## src/rtl/core/ptc_pkg.sv

```systemverilog
// Shared types and constants for the pressure/temperature compensation block.
// No dependencies; imported by every module under rtl/core.
package ptc_pkg;

  // Configuration register indexes
  localparam logic [2:0] REG_TEMP_OFFSET = 3'd0;
  localparam logic [2:0] REG_TEMP_SLOPE  = 3'd1;
  localparam logic [2:0] REG_PRESS_SCALE = 3'd2;
  localparam logic [2:0] REG_PRESS_LOW   = 3'd3;
  localparam logic [2:0] REG_PRESS_HIGH  = 3'd4;

  localparam int RawW   = 20;
  localparam int TempW  = 21;
  localparam int PressW = 20;
  localparam int CfgW   = 64;
  localparam int NumW   = 64;   // Q16 numerator width (wraps like 64-bit math)
  localparam int DivW   = 58;   // divisor width, signed
  localparam int QuoW   = 38;   // quotient bits produced by the divide loop

  localparam logic [PressW-1:0] PA_MAX = 20'hFFFFF;

  // Unpacked calibration words
  typedef struct packed {
    logic        [15:0] t1;
    logic signed [15:0] t2;
    logic signed [15:0] t3;
    logic        [15:0] p1;
    logic signed [15:0] p2;
    logic signed [15:0] p3;
    logic signed [15:0] p4;
    logic signed [15:0] p5;
    logic signed [15:0] p6;
    logic signed [15:0] p7;
    logic signed [15:0] p8;
    logic signed [15:0] p9;
  } ptc_cfg_t;

  // Item handed from front end to back end
  typedef struct packed {
    logic signed [NumW-1:0]  num;
    logic signed [DivW-1:0]  dv;
    logic                    dz;
    logic signed [TempW-1:0] temp;
  } ptc_item_t;

  typedef enum logic [2:0] {
    BK_IDLE,
    BK_DIV,
    BK_MUL1,
    BK_MUL2,
    BK_FIN
  } ptc_bk_state_t;

endpackage

```

## src/rtl/core/ptc_queue.sv

```systemverilog
// Small FIFO of items between the front and back ends.
// Depends on ptc_pkg for the item type.
module ptc_queue import ptc_pkg::*; #(
  parameter int DEPTH = 4
) (
  input  logic      clk,
  input  logic      rst_n,
  input  logic      push,
  input  ptc_item_t wr_item,
  input  logic      pop,
  output logic      not_empty,
  output ptc_item_t rd_item
);

  localparam int AW = (DEPTH > 1) ? $clog2(DEPTH) : 1;

  ptc_item_t         entry_r [DEPTH];
  logic [AW-1:0]     wr_ptr_r, rd_ptr_r;
  logic [AW:0]       count_r;

  // pointer and count update
  always_ff @(posedge clk) begin
    if (!rst_n) begin
      wr_ptr_r <= '0;
      rd_ptr_r <= '0;
      count_r  <= '0;
    end else begin
      if (push) begin
        wr_ptr_r <= (wr_ptr_r == AW'(DEPTH - 1)) ? '0 : wr_ptr_r + 1'b1;
      end
      if (pop) begin
        rd_ptr_r <= (rd_ptr_r == AW'(DEPTH - 1)) ? '0 : rd_ptr_r + 1'b1;
      end
      count_r <= count_r + (AW+1)'(push) - (AW+1)'(pop);
    end
  end

  // storage
  always_ff @(posedge clk) begin
    if (push) begin
      entry_r[wr_ptr_r] <= wr_item;
    end
  end

  assign not_empty = (count_r != '0);
  assign rd_item   = entry_r[rd_ptr_r];

endmodule

```

## config.mk

```make
export PLATFORM = sky130hd
export DESIGN_NAME = ptc_queue
export DESIGN_NICKNAME = d
export VERILOG_FILES = /design/src/rtl/core/ptc_pkg.sv /design/src/rtl/core/ptc_queue.sv
export SDC_FILE = /design/constraint.sdc
export NUM_CORES = 1
export LEC_CHECK = 0
export CORE_ASPECT_RATIO = 1.4
export CORE_MARGIN = 4
export CORE_UTILIZATION = 35
export DETAILED_ROUTE_END_ITERATION = 8
export DONT_BUFFER_PORTS = 1
export GPL_TIMING_DRIVEN = 0
export PLACE_DENSITY_LB_ADDON = 0.08
export SLEW_MARGIN = 5
export SYNTH_ARGS = -nofsm -noshare
export SYNTH_HDL_FRONTEND = slang
export SYNTH_SLANG_ARGS = --single-unit
```

## constraint.sdc

```tcl
create_clock -name clk -period 5.62 [get_ports clk]
set_input_delay 0.562 -clock clk [delete_from_list [all_inputs] [get_ports clk]]
set_output_delay 0.562 -clock clk [all_outputs]
set_load 0.01 [all_outputs]
```

* Word level (Yosys, flattened, before mapping)
Memory sizes are Yosys's and may differ from the RTL's. A register that Yosys moved wholly into a read port is not among the register bits.
Cells that the tools add are included.
** Cells by class
- Equality and inequality tests :: 2
- Reductions and logical operators :: 1
- Add/sub/neg operators :: 4
- Multiplexer cells :: 6
** Operators by type and width (count)
- $mux 2 :: 4
- $add 2x1->2 const B :: 2
- $eq 2x2->1 const B :: 2
- $add 3x1->3 :: 1
- $reduce_bool 3->1 :: 1
- $sub 3x1->3 :: 1
- $mux 1 :: 2
** Storage, ports and cells
- Output and inout bits :: 145
- Logic and storage cells :: 17
- Memories kept :: 1
- Input port bits :: 148
- Bits in writable memories :: 576
- Register bits :: 7
** Memory list
- entry_r :: depth 4, width 144, rd ports 1, clocked after Yosys merged registers in 1, write ports 1, RTL line ptc_queue.sv:17 : ptc_item_t entry_r [DEPTH];

* Logic depth before layout (Yosys ltp)
Gate-level depths: netlist of run 1.
- Depth in word-level cells :: 4
- Mapped depth :: 8
- Mapped depth without buffers :: 8

* Worst setup path after synthesis of run 1
Ideal clock, no wire load.
- Kind :: input-to-reg
- Start :: input port push
- End :: memory entry_r[0][0] in the netlist's numbering (enable)
- Arrival time :: 3.852 ns
- Data required time :: 5.100 ns
- Library setup time :: 0.520 ns
- Stages :: 1
- Setup slack :: 1.248 ns
- Cells stage by stage :: and2_1
** Between the ends
- Word-level cells in the longest chain between the ends :: 2
** RTL lines
- start, declared :: RTL line ptc_queue.sv:8 : input logic push,
- $mux 1 :: RTL line ptc_queue.sv:40 : if (push) begin
- $mux 1 (not written as such) :: RTL line ptc_queue.sv:41 : entry_r[wr_ptr_r] <= wr_item;
- end, declared :: RTL line ptc_queue.sv:17
Every way passes these cells.

==> results of run 1 <==
registers in the layout, indices dropped and copies added (netlist names), named ones only:
name      flops
entry_r     576
count_r       3
rd_ptr_r      2
wr_ptr_r      2
layer usage:
layer,up-vias,global-route usage (%),share of wire [%]
li1,3565,-,-
met1,4481,14.5,35
met2,300,23.5,52
met3,68,6.82,11
met4,0,3.72,2.3
met5,-,0,0
area by class of cell:
class	count	area [µm²]
Clock buffer	65	1460
Fill cell	5140	35500
Inverter	6	22.5
Buffer	32	204
Sequential cell	585	17500
Clock inverter	35	409
Timing Repair Buffer	8	220
Tap cell	810	1010
Multi-Input combinational cell	171	3500
cell usage in the layout, fill, tap and decap left out, types with 6 or more instances in the layout:
| cell type | n |
|---|---|
| buf_16 | 8 |
| buf_2 | 16 |
| buf_6 | 8 |
| bufinv_16 | 9 |
| clkbuf_1 | 13 |
| clkbuf_16 | 57 |
| clkinv_1 | 13 |
| clkinv_2 | 8 |
| dfxtp_1 | 9 |
| edfxtp_1 | 576 |
| ha_1 | 7 |
| inv_1 | 6 |
| mux4_2 | 144 |
worst max-delay path, stage by stage, from the launching register on:
cell and delay [ns]:
dfxtp_1 0.30, buf_2 0.35, buf_2 0.37, buf_2 0.36, mux4_2 0.43
metrics by stage:
stage	util, %	cell area, µm²
after floorplan	-	21200
after global placement	37.1	22200
after detailed placement	37.5	22400
after CTS	40.6	24300
after global routing	40.6	24300
final	40.6	24300
power by group:
part | total [mW] | internal [mW] | switching [mW]
Combinational | 0.631 | 0.253 | 0.378
Sequential | 5.02 | 4.99 | 0.0389
Clock | 3.78 | 2.26 | 1.52
Total | 9.44 | 7.50 | 1.94
cell families after synthesis:
kind of cell    count (synthesis)  share of synthesized area [%]
flops                         585                           82.5
mux                           146                           15.4
buf+inv                        38                           1.07
simple gates                   14                          0.390
fa+ha+maj                       8                          0.508
compound gates                  2                         0.0472
xor+xnor                        1                          0.106
worst paths after layout:
path                                        end  depth (start not counted)        start
worst max-delay path                rd_item[93]                          4     register
worst min register to register      rd_ptr_r[0]                          2  rd_ptr_r[0]
worst min-delay path             entry_r[3][43]                          0  wr_item[43]
worst max register to register  entry_r[3][125]                          4  wr_ptr_r[0]
==> metrics.md, run 1 <==
| Metric | Value |
|---|---|
| Status | `finished, final reports clean` |
| Final Max Slew Viols | `0` |
| Synth-to-Final Area Change | `14.7%` |
| Worst-margin pin slew | `0.930 ns` |
| DP Cell Count | `1612` |
| GRT Residual Overflow | `0` |
| Clk sinks | `585` |
| Hold WS | `0.0716 ns` |
| Critical Path RT | `5.06 ns` |
| Tot GR Track Use | `13.5%` |
| Fmax | `0.337 GHz` |
| Initial antenna violation count | `0` |
| WS Path Type | `reg2out` |
| Final wirelength | `43800 µm` |
| DRT iter0 DRCs | `543` |
| Detail Placement HPWL | `29100 µm` |
| H-tree Lvls | `2` |
| Average vias per placed instance | `4.91` |
| Initial core utilization | `35.4%` |
| Element type at the critical path end | `primary output` |
| Clock root buffer master | `clkbuf_16` |
| Die X | `216 µm` |
| Register area share after synthesis | `82.5%` |
| CTS tree | `built` |
| Post-layout net count | `1016` |
| Final Critical Period | `2.97 ns` |
| Worst skew pair latency | `0.58 ns` |
| Slew headroom | `38.0%` |
| Setup Viol. Count Final | `0` |
| First-pass GRT wire length | `64400 µm` |
| Fraction of layout cells with a size suffix above 1 | `29.0%` |
| I/O Buffers | `0` |
| Maximum VDD drop | `290 µV` |
| Max-cap violations | `0` |
| Async set-reset flop share out of synthesis | `0%` |
| Synth top cells by count | `576 x edfxtp_1, 144 x mux4_2, 16 x buf_2` |
| Yosys warnings | `0` |
| CTS Buffer Depth | `3` |
| I/O Pins | `293` |
| Die Ht | `299 µm` |
| Ant. Diodes | `0` |
| Gpl congestion | `0.708` |
| Area leader, netlist | `edfxtp_1` |
| 1st-pass router iterations | `6` |
| Crit start category | `register` |
| RSZ-0062 raised after global routing | `no` |
| Crit share post-route | `52.8%` |
| CP max FO | `10` |
| Worst hold path class | `in2reg` |
| Hold Violations, Final | `0` |
| Post-place setup slack | `3.12 ns` |
| Total chip power | `9.44 mW` |
| Syn_nets | `950` |
| Clock buffer count from CTS | `56` |
| Top-area cell type share of the netlist area | `81.6%` |
| Synth Flop Type | `edfxtp_1` |
| CP arrival | `2.41 ns` |
| Area of the core | `59800 µm²` |
| FF+latch count, synth | `585` |
| Non-Filler Instances | `1712` |
| WL/cell | `25.6 µm` |
| Resize count post-CTS | `0` |
| Reg2Reg Setup Slack | `3.22 ns` |
| Core Rows | `106` |
| Largest net degree at the start of global routing | `55` |
| Post-route ant nets | `0` |
| Vias | `8414` |
| Setup TNS | `0 ns` |
| Post-synthesis cell type count | `19` |
| Pleak | `7.45 nW` |
| DIE AREA | `64600 µm²` |
| Worst Skew | `0.0121 ns` |
| Clk pin slew, worst setup/hold paths | `0.06 ns` |
| Post-CTS Setup Inserts | `0` |
| Top cells by area, synth | `edfxtp_1 82%, mux4_2 15%, dfxtp_1 0.85%` |
| Avg Cell Area, Syn | `26.7 µm²` |
| Post-synth EDFFs | `576` |
| Vias in the first global route | `9225` |
| Slack of the critical path | `2.65 ns` |
| Cell area after synthesis | `21200 µm²` |
| Syn Inst Count | `794` |
| PD cells | `388 nW/µm²` |
| Residual DRC count | `0` |
| CTS Hold Bufs | `0` |
| Most common cell in the netlist | `edfxtp_1` |
Power figures use the tool's default switching activity.
==> run 2, diff against run 1 <==
Clock period 5.62 ns to 2.9 ns, I/O delays scaled along.
==> run 2 against run 1 <==
  * Core utilization up 2.7 points
  * Worst setup slack worse by 2.4 ns
  * Sequential power up 94%
  * Total power up 98%
  * Sequential cell count unchanged
  * Register-to-register slack worse by 2.4 ns
  * Clock-buffer cell count unchanged
  * Non-clock buffer count up 152
  * Clock skew down 0.0032 ns
  * Global-route usage up 0.096 points
  * Critical path type unchanged
==> metrics.md, run 2 (synthesis gave the netlist of run 1 again) <==
| Metric | Value |
|---|---|
| CTS Buffer Depth | `3` |
| Final wirelength | `44300 µm` |
| Worst hold path class | `in2reg` |
| Final Max Slew Viols | `0` |
| Met2 Usage GRT | `25.2%` |
| Average vias per placed instance | `4.74` |
| Post-place setup slack | `0.717 ns` |
| Clk sinks | `585` |
| Met3 Use GR | `4.74%` |
| Vias in the first global route | `9905` |
| I/O Buffers | `0` |
| Area of the core | `59800 µm²` |
| Status | `finished, final reports clean` |
| Pleak | `8.12 nW` |
| CTS tree | `built` |
| Post-layout util | `43.3%` |
| Register bank with the most flops | `entry_r` |
| RSZ-0062 raised after global routing | `no` |
| Worst skew pair latency | `0.59 ns` |
| Worst-margin pin slew | `0.726 ns` |
| H-tree Lvls | `2` |
| Slack of the critical path | `0.245 ns` |
| Initial core utilization | `35.4%` |
| Clock buffer count from CTS | `56` |
| Regs by FF count | `entry_r (576), count_r (3)` |
| Core Rows | `106` |
| I/O Pins | `293` |
| Max reg flops | `576` |
| Crit share post-route | `91.6%` |
| Global Route met1 Usage | `14.6%` |
| Commonest non-fill, non-tap cell in the layout | `edfxtp_1` |
| GRT busiest layer | `met2` |
| Post-route ant nets | `0` |
| Clock root buffer master | `clkbuf_16` |
| CP max FO | `10` |
| PD cells | `722 nW/µm²` |
| Maximum VDD drop | `477 µV` |
| Max-cap violations | `0` |
| 1st-pass router iterations | `4` |
| Post-CTS Setup Inserts | `0` |
| Synth-to-Final Area Change | `22.3%` |
| GRT Residual Overflow | `0` |
| Hold Violations, Final | `0` |
| DIE AREA | `64600 µm²` |
| First-pass GRT wire length | `65500 µm` |
| Detail Placement HPWL | `29100 µm` |
| Largest net degree at the start of global routing | `56` |
| Clk pin slew, worst setup/hold paths | `0.06 ns` |
| Setup TNS | `0 ns` |
| Fmax | `0.377 GHz` |
| Gpl congestion | `0.724` |
| Critical Path RT | `2.61 ns` |
| WL/cell | `23.7 µm` |
| Initial antenna violation count | `5` |
| Slew headroom | `51.6%` |
| Element type at the critical path end | `primary output` |
| Crit start category | `register` |
| Post-layout net count | `1168` |
| Residual DRC count | `0` |
| Tot GR Track Use | `13.6%` |
| Setup Viol. Count Final | `0` |
| WS Path Type | `reg2out` |
| CP arrival | `2.36 ns` |
| Die Ht | `299 µm` |
| Worst Skew | `0.00890 ns` |
| Filler Cell Count | `5049` |
| Final Critical Period | `2.65 ns` |
| Vias | `8851` |
| Fraction of layout cells with a size suffix above 1 | `25.7%` |
| Die X | `216 µm` |
| DRT iter0 DRCs | `483` |
| Commonest non-fill, non-tap cells in the layout | `576 x edfxtp_1, 148 x dlygate4sd3_1, 144 x mux4_2, 57 x clkbuf_16, 16 x buf_2` |
## run 2: cell count changes in the layout (fill, tap and decap cells not counted)
| cell | delta |
|---|---|
| clkinvlp_4 | +1 |
| buf_16 | -1 |
| clkinv_4 | +2 |
| diode_2 | +3 |
| inv_6 | +2 |
| buf_12 | +5 |
| clkinv_2 | -1 |
| clkinv_1 | -3 |
| bufinv_16 | +1 |
| dlygate4sd3_1 | +148 |
## run 2: cell type report
type / count / area [µm²] / area share (%)
diodes: 3 / 7.51 / 0.0290
clock inverters: 37 / 465 / 1.80
multi-input cells: 171 / 3500 / 13.5
plain buffers: 32 / 204 / 0.787
flip-flops and latches: 585 / 17500 / 67.4
well taps: 810 / 1010 / 3.91
inverters: 6 / 22.5 / 0.0869
repair buffers: 160 / 1770 / 6.85
clock buffers: 65 / 1460 / 5.62
## run 2: report_power, final
part | total, mW | internal [mW] | switching (mW)
clock network | 7.50 | 4.50 | 3.01
registers | 9.73 | 9.65 | 0.0738
logic | 1.48 | 0.640 | 0.838
## run 2: critical path, stage by stage, from the launching register on
cell,delay (ns)
dfxtp_1,0.30
buf_2,0.31
buf_2,0.36
buf_2,0.36
mux4_2,0.44
## run 2: timing repair
action,CTS,global route
resized for setup,0,0
endpoints found under the hold margin,585,0
hold buffers,148,0
## run 2: worst paths after layout
kind / startpoint / to / slack [ns] / cells past startpoint
min: pop / count_r[1] / 0.10 / 3
max: register / rd_item[82] / 0.25 / 4
max reg2reg: wr_ptr_r[0] / entry_r[2][80] / 0.81 / 5
min reg2reg: rd_ptr_r[0] / register / 0.52 / 2
## run 2: layer usage
layer	part of all wire, %	up-vias
met5	0.061	-
met4	2.2	4
met3	7.5	68
met2	55	247
met1	36	4653
li1	-	3879
## run 2: stage by stage
step	hold WS [ns]	cell area [µm²]	power [mW]	std cells
after floorplan	0.389	21200	10.8	794
after global placement	0.389	22200	11.1	1604
after detailed placement	0.389	22500	11.2	1616
after CTS	0.0331	25900	19.1	1866
after global routing	0.0861	25900	19.5	1867
final	0.102	25900	18.7	1869
